===== config.mk =====
export PLATFORM = sky130hd
export DESIGN_NAME = range_extreme_alert_tracker_core
export DESIGN_NICKNAME = d
export VERILOG_FILES = /design/src/design/reat_pkg.sv /design/src/design/reat_win_ram.sv /design/src/design/range_extreme_alert_tracker_core.sv
export SDC_FILE = /design/constraint.sdc
export NUM_CORES = 1
export LEC_CHECK = 0
export ABC_AREA = 1
export BUFFER_PORTS_ARGS = -buffer_cell sky130_fd_sc_hd__buf_2
export CAP_MARGIN = 20
export CORE_UTILIZATION = 50
export CTS_BUF_LIST = sky130_fd_sc_hd__clkbuf_4 sky130_fd_sc_hd__clkbuf_8 sky130_fd_sc_hd__clkbuf_16
export CTS_CLUSTER_SIZE = 30
export DETAILED_ROUTE_END_ITERATION = 8
export HOLD_SLACK_MARGIN = 0.02
export PLACE_DENSITY = 0.66
export SYNTH_ARGS = -nofsm -noshare
export SYNTH_HDL_FRONTEND = slang
export SYNTH_SLANG_ARGS = --single-unit

===== constraint.sdc =====
create_clock -name clock -period 6.6 [get_ports clock]
set_input_delay 0.33 -clock clock [delete_from_list [all_inputs] [get_ports clock]]
set_output_delay 0.33 -clock clock [all_outputs]
set_load 0.01 [all_outputs]

===== src/design/reat_pkg.sv =====
package reat_pkg;

   localparam int SAMPLE_W = 32;
   localparam int STATUS_W = 2;
   localparam int REQ_DATA_W = 32;
   localparam int RSP_DATA_W = 8;

   typedef logic [SAMPLE_W-1:0] sample_type;
   typedef logic signed [STATUS_W-1:0] status_type;

   localparam status_type STATUS_NONE = 2'sb00;
   localparam status_type STATUS_LOW  = 2'sb01;
   localparam status_type STATUS_HIGH = 2'sb11;

   typedef enum logic [1:0] {
      ST_IDLE,
      ST_SCAN,
      ST_EMIT
   } state_type;

endpackage


===== src/design/reat_win_ram.sv =====
module reat_win_ram #(
   parameter int DEPTH = 18,
   parameter int WIDTH = 32
) (
   input  logic                     clock,
   input  logic                     wr_en,
   input  logic [$clog2(DEPTH)-1:0] wr_addr,
   input  logic [WIDTH-1:0]         wr_data,
   input  logic                     rd_en,
   input  logic [$clog2(DEPTH)-1:0] rd_addr,
   output logic [WIDTH-1:0]         rd_data
);

   logic [WIDTH-1:0] mem [DEPTH];
   logic [WIDTH-1:0] rd_data_ff;

   always_ff @(posedge clock) begin
      if (wr_en) begin
         mem[wr_addr] <= wr_data;
      end
      if (rd_en) begin
         rd_data_ff <= mem[rd_addr];
      end
   end

   assign rd_data = rd_data_ff;

endmodule


===== src/design/range_extreme_alert_tracker_core.sv =====
// Flow: while the window fills, an accepted beat passes IDLE, then EMIT;
//   once it is full, IDLE, SCAN, then EMIT, holding the result on a stall.
// Pacing: one beat at a time, accepted only in IDLE; the scan is set by the
//   single read port of the window memory walking every entry.
// Reset: synchronous, active high; clears status, fill count, write pointer
//   and handshake state. Window contents are all written before first read.
module range_extreme_alert_tracker_core #(
   parameter int WINDOW = 18
) (
   input  logic                           clock,
   input  logic                           reset,
   input  logic                           req_tvalid,
   output logic                           req_tready,
   input  logic [reat_pkg::REQ_DATA_W-1:0] req_tdata,  // [31:0] sample
   output logic                           rsp_tvalid,
   input  logic                           rsp_tready,
   output logic [reat_pkg::RSP_DATA_W-1:0] rsp_tdata   // [1:0] status, [7:2] zero
);

   import reat_pkg::*;

   localparam int PW = (WINDOW > 1) ? $clog2(WINDOW) : 1;
   localparam int CW = $clog2(WINDOW + 1);

   state_type        state_ff, state_in;
   logic [PW-1:0]    wptr_ff, wptr_in;
   logic [CW-1:0]    fill_ff, fill_in;
   logic [CW-1:0]    issue_ff, issue_in;
   logic             rd_valid_ff, rd_last_ff;
   logic             warm_ff, warm_in;
   sample_type       sample_ff, sample_in;
   logic             low_ok_ff, low_ok_in;
   logic             high_ok_ff, high_ok_in;
   status_type       status_ff, status_in;
   logic             rsp_valid_ff, rsp_valid_in;
   logic [RSP_DATA_W-1:0] rsp_data_ff, rsp_data_in;

   logic             accept;
   logic             rd_en;
   logic             emit;
   sample_type       rd_data;
   status_type       next_status;

   reat_win_ram #(
      .DEPTH (WINDOW),
      .WIDTH (SAMPLE_W)
   ) u_ram (
      .clock   (clock),
      .wr_en   (accept),
      .wr_addr (wptr_ff),
      .wr_data (req_tdata[SAMPLE_W-1:0]),
      .rd_en   (rd_en),
      .rd_addr (issue_ff[PW-1:0]),
      .rd_data (rd_data)
   );

   // next state
   always_comb begin
      state_in = state_ff;
      case (state_ff)
         ST_IDLE: begin
            if (req_tvalid) begin
               state_in = (fill_ff == CW'(WINDOW)) ? ST_SCAN : ST_EMIT;
            end
         end
         ST_SCAN: begin
            if (rd_last_ff) begin
               state_in = ST_EMIT;
            end
         end
         ST_EMIT: begin
            if (!rsp_valid_ff || rsp_tready) begin
               state_in = ST_IDLE;
            end
         end
         default: state_in = ST_IDLE;
      endcase
   end

   // state outputs
   always_comb begin
      req_tready = 1'b0;
      rd_en      = 1'b0;
      emit       = 1'b0;
      case (state_ff)
         ST_IDLE: req_tready = 1'b1;
         ST_SCAN: rd_en = (issue_ff < CW'(WINDOW));
         ST_EMIT: emit = !rsp_valid_ff || rsp_tready;
         default: req_tready = 1'b0;
      endcase
   end

   assign accept = req_tvalid && req_tready;

   always_comb begin
      next_status = status_ff;
      case (status_ff)
         STATUS_HIGH: if (low_ok_ff) next_status = STATUS_LOW;
         STATUS_LOW:  if (high_ok_ff) next_status = STATUS_HIGH;
         default: begin
            if (low_ok_ff) begin
               next_status = STATUS_LOW;
            end else if (high_ok_ff) begin
               next_status = STATUS_HIGH;
            end
         end
      endcase
   end

   always_comb begin
      wptr_in      = wptr_ff;
      fill_in      = fill_ff;
      issue_in     = issue_ff;
      warm_in      = warm_ff;
      sample_in    = sample_ff;
      low_ok_in    = low_ok_ff;
      high_ok_in   = high_ok_ff;
      status_in    = status_ff;
      rsp_valid_in = rsp_valid_ff;
      rsp_data_in  = rsp_data_ff;

      if (rsp_valid_ff && rsp_tready) begin
         rsp_valid_in = 1'b0;
      end

      if (accept) begin
         wptr_in    = (wptr_ff == PW'(WINDOW - 1)) ? '0 : wptr_ff + 1'b1;
         warm_in    = (fill_ff != CW'(WINDOW));
         if (fill_ff != CW'(WINDOW)) begin
            fill_in = fill_ff + 1'b1;
         end
         sample_in  = req_tdata[SAMPLE_W-1:0];
         issue_in   = '0;
         low_ok_in  = 1'b1;
         high_ok_in = 1'b1;
      end

      if (rd_en) begin
         issue_in = issue_ff + 1'b1;
      end

      // fold each returning window entry into the extreme flags
      if (rd_valid_ff) begin
         low_ok_in  = low_ok_ff && (sample_ff <= rd_data);
         high_ok_in = high_ok_ff && (sample_ff >= rd_data);
      end

      if (emit) begin
         rsp_valid_in = 1'b1;
         if (warm_ff) begin
            rsp_data_in = {{(RSP_DATA_W-STATUS_W){1'b0}}, $unsigned(STATUS_NONE)};
         end else begin
            status_in   = next_status;
            rsp_data_in = {{(RSP_DATA_W-STATUS_W){1'b0}}, $unsigned(next_status)};
         end
      end
   end

   always_ff @(posedge clock) begin
      if (reset) begin
         state_ff     <= ST_IDLE;
         wptr_ff      <= '0;
         fill_ff      <= '0;
         issue_ff     <= '0;
         rd_valid_ff  <= 1'b0;
         rd_last_ff   <= 1'b0;
         status_ff    <= STATUS_NONE;
         rsp_valid_ff <= 1'b0;
      end else begin
         state_ff     <= state_in;
         wptr_ff      <= wptr_in;
         fill_ff      <= fill_in;
         issue_ff     <= issue_in;
         rd_valid_ff  <= rd_en;
         rd_last_ff   <= rd_en && (issue_ff == CW'(WINDOW - 1));
         status_ff    <= status_in;
         rsp_valid_ff <= rsp_valid_in;
      end
   end

   always_ff @(posedge clock) begin
      warm_ff     <= warm_in;
      sample_ff   <= sample_in;
      low_ok_ff   <= low_ok_in;
      high_ok_ff  <= high_ok_in;
      rsp_data_ff <= rsp_data_in;
   end

   assign rsp_tvalid = rsp_valid_ff;
   assign rsp_tdata  = rsp_data_ff;

endmodule


==> metrics.txt, run 1 <==
# TYPE chip_impl_metric gauge
chip_impl_metric{name="gr-usage-all-layers",unit="%"} 25.1
chip_impl_metric{name="post_route_setup_tns",unit="ps"} 0
chip_impl_metric{name="h-tree-depth",unit=""} 3
chip_impl_metric{name="gp_congestion",unit=""} 0.791
chip_impl_metric{name="cts_resized",unit=""} 0
chip_impl_metric{name="clock_insertion_delay_worst_skew",unit="ps"} 610
chip_impl_metric{name="tightest_slew",unit="ps"} 1120
chip_impl_info{name="synth.largest_area_cell",value="sky130_fd_sc_hd__edfxtp_1"} 1
chip_impl_metric{name="yosys.cell_types.count",unit=""} 40
chip_impl_metric{name="synthesis.instances",unit=""} 2083
chip_impl_metric{name="routed_wire_length_per_instance",unit="um"} 23.5
chip_impl_metric{name="drv_slew",unit=""} 0
chip_impl_metric{name="timing.critical_path.fanout_max",unit=""} 91
chip_impl_metric{name="finalNetCount",unit=""} 2186
chip_impl_info{name="min_from",value="rsp_tready"} 1
chip_impl_metric{name="timing.max_slew.rel_slack",unit="%"} 25.1
chip_impl_metric{name="cts_setup_buffers",unit=""} 0
chip_impl_metric{name="async_reset_ff_share",unit="%"} 0
chip_impl_metric{name="synth-seq-cells",unit=""} 667
chip_impl_metric{name="holdBufCountCts",unit=""} 0
chip_impl_metric{name="drv_cap",unit=""} 0
chip_impl_metric{name="detailedRoute.firstPassIterationCount",unit=""} 9
chip_impl_metric{name="synth-edff-count",unit=""} 645
chip_impl_info{name="ys_dominant_reg_cell",value="sky130_fd_sc_hd__edfxtp_1"} 1
chip_impl_metric{name="postLayoutCellArea",unit="um2"} 29900
chip_impl_metric{name="min_period_over_period",unit="%"} 52.7
chip_impl_metric{name="hold_viol",unit=""} 0
chip_impl_metric{name="min_delay_path_depth",unit=""} 4
chip_impl_metric{name="pwr_density_cell",unit="nW/um2"} 312
chip_impl_metric{name="fp.dieH",unit="um"} 234
chip_impl_metric{name="antenna_found_initial",unit=""} 1
chip_impl_info{name="worst_setup_path_startpoint",value="issue_ff[0]"} 1
chip_impl_metric{name="tritoncts_buffers",unit=""} 69
chip_impl_metric{name="fillers",unit=""} 4131
chip_impl_metric{name="placed_cells_incl_taps",unit=""} 2726
chip_impl_info{name="hold_path.class",value="in -> reg"} 1
chip_impl_metric{name="clockBufferDepth",unit=""} 3
chip_impl_metric{name="post-route-drc-count",unit=""} 7
chip_impl_info{name="count_leader_synth",value="sky130_fd_sc_hd__edfxtp_1"} 1
chip_impl_metric{name="worstPathArrival",unit="ps"} 3950
chip_impl_metric{name="synth_sequential_area_ratio",unit="%"} 73.9
chip_impl_info{name="outcome",value="finished with violations"} 1
chip_impl_metric{name="grt_first_pass_wirelength",unit="um"} 100000
chip_impl_metric{name="drt_iter0_markers",unit=""} 2021
chip_impl_metric{name="drive_gt1_share",unit="%"} 11.0
chip_impl_info{name="rr_startpoint",value="issue_ff[0]"} 1
chip_impl_info{name="synth_top_cells_by_area",value="sky130_fd_sc_hd__edfxtp_1 72%, sky130_fd_sc_hd__nor2_1 5.3%, sky130_fd_sc_hd__o21ai_0 4.6%"} 1
chip_impl_metric{name="worst_r2r_path_depth",unit=""} 10
chip_impl_info{name="worst-setup-path-type",value="reg -> reg"} 1
chip_impl_metric{name="grt_start_max_net_pins",unit=""} 220
chip_impl_metric{name="post-route-min-period",unit="ps"} 3480
chip_impl_info{name="grt_setup_unrepaired",value="no"} 1
chip_impl_metric{name="finalNonFillerCells",unit=""} 2852
chip_impl_metric{name="avgSynthCellArea",unit="um2"} 12.9
chip_impl_metric{name="avgViaCountPerCell",unit=""} 5.84
chip_impl_metric{name="cts.sink_count",unit=""} 667
chip_impl_metric{name="buffer_ports.inserted",unit=""} 39
chip_impl_metric{name="detailed_route_via_count",unit=""} 16700
chip_impl_info{name="synth_common_cells",value="645 x sky130_fd_sc_hd__edfxtp_1, 379 x sky130_fd_sc_hd__nor2_1, 247 x sky130_fd_sc_hd__o21ai_0, 241 x sky130_fd_sc_hd__nand2_1, 67 x sky130_fd_sc_hd__inv_1"} 1
chip_impl_metric{name="design.core.area",unit="um2"} 52800
chip_impl_metric{name="critical_path_required",unit="ps"} 7070
chip_impl_metric{name="synthDominantCellAreaShare",unit="%"} 72.3
chip_impl_metric{name="setup_viol",unit=""} 0
chip_impl_metric{name="irDropWorstVdd",unit="mV"} 0.175
chip_impl_metric{name="achievable-frequency",unit="MHz"} 287
chip_impl_info{name="worstSetupEndpointType",value="flip-flop"} 1
chip_impl_metric{name="via_count_of_the_first_global_routing_pass",unit=""} 16000
chip_impl_metric{name="floorplan.initialDensity",unit="%"} 50.8
chip_impl_metric{name="finish.utilization",unit="%"} 56.6
chip_impl_metric{name="p_total",unit="mW"} 9.32
chip_impl_metric{name="num_io_pins",unit=""} 46
chip_impl_metric{name="dp_hpwl",unit="um"} 34100
chip_impl_metric{name="global_route.overflow_total",unit=""} 0
chip_impl_metric{name="syn-cell-area",unit="um2"} 26800
chip_impl_info{name="crit_path_start_kind",value="flip-flop"} 1
chip_impl_metric{name="antenna_left",unit=""} 0
chip_impl_metric{name="routed_wl",unit="um"} 67100
chip_impl_metric{name="worst_setup_hold_path_clk_slew",unit="ps"} 60
chip_impl_metric{name="static-leakage-power",unit="nW"} 10.2
chip_impl_metric{name="synth.yosys.warnings",unit=""} 0
chip_impl_info{name="cts_tree",value="yes"} 1
chip_impl_info{name="ctsRootBufferMaster",value="sky130_fd_sc_hd__clkbuf_16"} 1
chip_impl_metric{name="placementRows",unit=""} 84
chip_impl_info{name="failed_checks",value="design-rule violations"} 1
chip_impl_metric{name="placed_cell_area",unit="um2"} 27600
chip_impl_metric{name="die_x",unit="um"} 234
chip_impl_metric{name="flow.area_growth_from_synthesis",unit="%"} 11.4
chip_impl_metric{name="worst_clock_skew",unit="ps"} 19.4
chip_impl_metric{name="floorplan.die_area",unit="um2"} 54500
## flip-flops by register name, summed over array words and instances (netlist names)
signal	flops
warm_ff	1
rsp_tdata	2
state_ff	2
rd_valid_ff	1
status_ff	2
fill_ff	5
rsp_tvalid	1
u_ram.mem	576
rd_last_ff	1
high_ok_ff	1
wptr_ff	5
issue_ff	5
u_ram.rd_data	32
low_ok_ff	1
sample_ff	32
## metal layers
metal / track usage [%] / wire length, um
met1: 35.9 / 28800
met2: 39.2 / 31300
met3: 3.81 / 5240
met4: 8.99 / 1780
met5: 0 / 0
## critical path: stages (launching register included)
cell and delay (ps):
sky130_fd_sc_hd__dfxtp_4 780, sky130_fd_sc_hd__buf_4 850, sky130_fd_sc_hd__buf_4 730, sky130_fd_sc_hd__nor2_1 120, sky130_fd_sc_hd__nor2_1 110, sky130_fd_sc_hd__o21ai_0 110, sky130_fd_sc_hd__o211ai_1 140, sky130_fd_sc_hd__nand3_1 110
sky130_fd_sc_hd__nand3_1 120, sky130_fd_sc_hd__nand2_1 70, sky130_fd_sc_hd__o21ai_2 70
## cell type report
| class | instances | area, um2 | share of cell area (%) |
|---|---|---|---|
| antenna | 1 | 2.50 | 0.00838 |
| clock buffer | 90 | 1940 | 6.49 |
| clock inverter | 34 | 317 | 1.06 |
| inverter | 69 | 267 | 0.892 |
| multi-input combinational | 1231 | 6180 | 20.7 |
| sequential | 667 | 19800 | 66.4 |
| tap | 688 | 861 | 2.88 |
| timing repair buffer | 72 | 480 | 1.61 |
## through the flow
| stage | setup slack [ps] | hold slack, ps |
|---|---|---|
| CTS | 3150 | 37.0 |
| finish | 3120 | 51.0 |
| floorplan | 1630 | 408 |
| global route | 2860 | 63.6 |
| global placement | 3320 | 463 |
| detailed placement | 3170 | 469 |
## cell usage in the layout, fill, tap and decap left out, types with 3 or more instances in the layout
cell,Yosys,layout
sky130_fd_sc_hd__o21a_1,3,3
sky130_fd_sc_hd__o22ai_1,49,49
sky130_fd_sc_hd__nor3_1,10,8
sky130_fd_sc_hd__clkbuf_4,0,18
sky130_fd_sc_hd__o21ai_0,247,247
sky130_fd_sc_hd__inv_2,2,4
sky130_fd_sc_hd__o211ai_1,64,64
sky130_fd_sc_hd__a21oi_1,54,54
sky130_fd_sc_hd__ha_1,40,40
sky130_fd_sc_hd__conb_1,1,6
sky130_fd_sc_hd__o21ai_1,38,38
sky130_fd_sc_hd__clkinv_2,0,11
sky130_fd_sc_hd__clkbuf_16,0,72
sky130_fd_sc_hd__nand4_1,3,3
sky130_fd_sc_hd__o21ai_2,16,16
sky130_fd_sc_hd__inv_6,0,3
sky130_fd_sc_hd__edfxtp_1,645,645
sky130_fd_sc_hd__dfxtp_1,22,18
sky130_fd_sc_hd__nand3_1,62,62
sky130_fd_sc_hd__buf_2,31,39
sky130_fd_sc_hd__buf_12,1,3
sky130_fd_sc_hd__nor2_1,379,363
sky130_fd_sc_hd__buf_4,18,30
sky130_fd_sc_hd__clkinv_1,0,11
sky130_fd_sc_hd__nor2_4,2,18
sky130_fd_sc_hd__nor3_2,1,3
sky130_fd_sc_hd__nand2_1,241,241
sky130_fd_sc_hd__a211oi_1,4,4
sky130_fd_sc_hd__bufinv_16,0,5
sky130_fd_sc_hd__inv_1,67,64
## final timing paths
| path | endpoint | slack, ps |
|---|---|---|
| worst max-delay path | u_ram.rd_data[7] | 3120 |
| worst min-delay path | state_ff[1] | 50 |
| worst max register to register | u_ram.rd_data[7] | 3120 |
| worst min register to register | high_ok_ff | 490 |
## report_power, final
| group | internal (mW) | switching (mW) | total, mW |
|---|---|---|---|
| clock network | 2.28 | 1.58 | 3.86 |
| logic | 0.181 | 0.480 | 0.661 |
| registers | 4.75 | 0.0431 | 4.80 |
## logic make-up (layout without fill, tap and decap cells)
| family | count (synthesis) | count (layout) | synth area share, % |
|---|---|---|---|
| simple gates | 703 | 703 | 10.4 |
| flops | 667 | 667 | 73.9 |
| compound gates | 480 | 480 | 10.2 |
| buf+inv | 190 | 265 | 3.59 |
| fa+ha+maj | 40 | 40 | 1.87 |
| xor+xnor | 2 | 2 | 0.0654 |
| other cells | 1 | 7 | 0.0140 |
No activity file was read; power rests on OpenSTA's default activity.
==> run 2: changes to the inputs <==
==> constraint.sdc (replaced) <==
create_clock -name clock -period 3.5 [get_ports clock]
set_input_delay 0.175 -clock clock [delete_from_list [all_inputs] [get_ports clock]]
set_output_delay 0.175 -clock clock [all_outputs]
set_load 0.01 [all_outputs]
==> run 2 against run 1 <==
Against the previous run: the run still ends with design-rule violations left; wire length down 6.6%; combinational power up 94%; global-route usage down 1.5 points; critical path type unchanged.
==> metrics.txt, run 2 (synthesized netlist as in run 1, its figures left out) <==
# TYPE chip_impl_metric gauge
chip_impl_info{name="outcome",value="finished with violations"} 1
chip_impl_info{name="failed_checks",value="design-rule violations"} 1
chip_impl_info{name="most_common_cell_after_layout_fill_and_taps_aside",value="sky130_fd_sc_hd__edfxtp_1"} 1
chip_impl_metric{name="via_count_of_the_first_global_routing_pass",unit=""} 16000
chip_impl_metric{name="timing.hold.ws",unit="ps"} 37.8
chip_impl_metric{name="floorplan.die_area",unit="um2"} 54500
chip_impl_metric{name="setup_viol",unit=""} 0
chip_impl_metric{name="grt_first_pass_wirelength",unit="um"} 96000
chip_impl_metric{name="post-route-min-period",unit="ps"} 2460
chip_impl_metric{name="gr-usage-all-layers",unit="%"} 23.6
chip_impl_metric{name="flow.area_growth_from_synthesis",unit="%"} 13.1
chip_impl_info{name="most_flops_register",value="u_ram.mem"} 1
chip_impl_metric{name="num_antenna_cells",unit=""} 0
chip_impl_metric{name="placementRows",unit=""} 84
chip_impl_metric{name="pwr_density_cell",unit="nW/um2"} 573
chip_impl_metric{name="post_route_setup_tns",unit="ps"} 0
chip_impl_metric{name="routed_wl",unit="um"} 62700
chip_impl_metric{name="h-tree-depth",unit=""} 3
chip_impl_metric{name="hold_viol",unit=""} 0
chip_impl_metric{name="irDropWorstVdd",unit="mV"} 0.371
chip_impl_metric{name="detailed_route_via_count",unit=""} 16600
chip_impl_metric{name="critical_path_depth",unit=""} 8
chip_impl_metric{name="critical_path.max_stage_delay",unit="ps"} 470
chip_impl_metric{name="detailedRoute.firstPassIterationCount",unit=""} 8
chip_impl_metric{name="static-leakage-power",unit="nW"} 10.4
chip_impl_metric{name="worst_r2r_path_depth",unit=""} 8
chip_impl_metric{name="clockBufferDepth",unit=""} 3
chip_impl_metric{name="antenna_left",unit=""} 0
chip_impl_metric{name="drive_gt1_share",unit="%"} 10.8
chip_impl_metric{name="worstPathArrival",unit="ps"} 2970
chip_impl_info{name="timing.critical_path.slowest_stage_cell",value="sky130_fd_sc_hd__dfxtp_2"} 1
chip_impl_info{name="grt_setup_unrepaired",value="no"} 1
chip_impl_metric{name="clock_insertion_delay_worst_skew",unit="ps"} 600
chip_impl_metric{name="antenna_found_initial",unit=""} 1
chip_impl_metric{name="avgViaCountPerCell",unit=""} 5.73
chip_impl_metric{name="timing.max_slew.rel_slack",unit="%"} 33.2
chip_impl_metric{name="fp.dieH",unit="um"} 234
chip_impl_metric{name="tritoncts_buffers",unit=""} 69
chip_impl_metric{name="number_of_flip_flops_in_the_largest_register",unit=""} 576
chip_impl_info{name="worstPathCellList",value="buf_4, nor2_4, nand2_4, a21oi_4, buf_4, nor2_1, nand2_1, a221oi_2"} 1
chip_impl_metric{name="global_route.overflow_total",unit=""} 0
chip_impl_metric{name="routed_wire_length_per_instance",unit="um"} 21.7
chip_impl_metric{name="drv_slew",unit=""} 0
chip_impl_metric{name="worst_clock_skew",unit="ps"} 22.6
chip_impl_info{name="layout_common_cells",value="645 x sky130_fd_sc_hd__edfxtp_1, 363 x sky130_fd_sc_hd__nor2_1, 247 x sky130_fd_sc_hd__o21ai_0, 241 x sky130_fd_sc_hd__nand2_1, 72 x sky130_fd_sc_hd__clkbuf_16"} 1
chip_impl_info{name="critical_path.most_common_cell",value="sky130_fd_sc_hd__buf_4"} 1
chip_impl_metric{name="min_delay_path_depth",unit=""} 1
chip_impl_metric{name="post-route-drc-count",unit=""} 4
chip_impl_metric{name="worst_setup_hold_path_clk_slew",unit="ps"} 60
chip_impl_info{name="crit_path_start_kind",value="flip-flop"} 1
chip_impl_metric{name="finalNetCount",unit=""} 2226
chip_impl_metric{name="num_io_pins",unit=""} 46
chip_impl_info{name="worstSetupEndpointType",value="flip-flop"} 1
chip_impl_metric{name="design.core.area",unit="um2"} 52800
chip_impl_metric{name="buffer_ports.inserted",unit=""} 39
chip_impl_metric{name="floorplan.initialDensity",unit="%"} 50.8
chip_impl_info{name="worst-setup-path-type",value="reg -> reg"} 1
chip_impl_metric{name="path_buf_inv",unit=""} 2
chip_impl_info{name="ctsRootBufferMaster",value="sky130_fd_sc_hd__clkbuf_16"} 1
chip_impl_metric{name="timing.critical_path.fanout_max",unit=""} 25
chip_impl_metric{name="gp_congestion",unit=""} 0.836
chip_impl_metric{name="critical_path_required",unit="ps"} 4000
chip_impl_info{name="critPathTopFamily",value="simple AND/OR/NAND/NOR gates"} 1
chip_impl_metric{name="grt_start_max_net_pins",unit=""} 181
chip_impl_info{name="hold_path.class",value="in -> reg"} 1
chip_impl_metric{name="drt_iter0_markers",unit=""} 1895
chip_impl_metric{name="achievable-frequency",unit="MHz"} 406
chip_impl_metric{name="tightest_slew",unit="ps"} 1000
chip_impl_metric{name="min_period_over_period",unit="%"} 70.4
chip_impl_metric{name="cts_setup_buffers",unit=""} 0
chip_impl_metric{name="die_x",unit="um"} 234
chip_impl_metric{name="cts.sink_count",unit=""} 667
chip_impl_info{name="cts_tree",value="yes"} 1
chip_impl_metric{name="drv_cap",unit=""} 0
chip_impl_metric{name="dp_hpwl",unit="um"} 33900
==> run 2: changes by cell type in the layout (fill, tap and decap cells not counted), moves of 2 or more <==
| cell | delta |
|---|---|
| sky130_fd_sc_hd__bufinv_16 | -3 |
| sky130_fd_sc_hd__buf_12 | +9 |
| sky130_fd_sc_hd__buf_4 | -3 |
| sky130_fd_sc_hd__clkinv_2 | -2 |
| sky130_fd_sc_hd__dlygate4sd3_1 | +34 |
| sky130_fd_sc_hd__clkinv_1 | +8 |
| sky130_fd_sc_hd__nor3_4 | +2 |
| sky130_fd_sc_hd__nor3_2 | -2 |
==> run 2: area by class of cell <==
class                   instances  area, um2
fillers                      4187      22500
repair buffers                112        978
inverters                      69        267
clock inverters                35        225
multi-input cells            1231       6200
flip-flops and latches        667      19800
well taps                     688        861
clock buffers                  90       1940
==> run 2: per-stage QoR <==
step,power [mW],setup slack (ps),cell area [um2],std cells,utilization [%]
6_report,17.3,1040,30300,2892,57.4
5_1_grt,17.9,889,30300,2892,57.4
4_1_cts,17.4,1070,30300,2892,57.4
3_5_place_dp,10.4,1080,27800,2733,52.7
3_3_place_gp,10.4,1080,27800,2732,52.6
2_1_floorplan,10.0,247,26800,2088,-
==> run 2: where the power goes <==
part	switching [mW]	leakage [nW]	internal, mW
logic	0.898	3.29	0.383
clock network	2.96	1.09	4.07
registers	0.0716	6.01	8.96
==> run 2: final timing paths <==
path                                    start                to  slack [ps]
worst min register to register     fill_ff[2]        fill_ff[2]         480
worst max register to register    issue_ff[2]       issue_ff[2]        1040
worst min-delay path            req_tdata[17]  u_ram.mem[8][17]          40
worst max-delay path              issue_ff[2]       issue_ff[2]        1040
==> run 2: metal layers <==
layer,wire length (um),track usage [%],up-vias
met4,1800,8.66,0
li1,-,-,7640
met2,28700,36.0,642
met3,4470,3.63,127
met5,0,0,-
met1,27700,34.5,8164
==> run 2: what timing repair did <==
action / in CTS / in global routing
hold buffers: 34 / 0
hold endpoints to repair: 561 / 0
resized for setup: 0 / 0
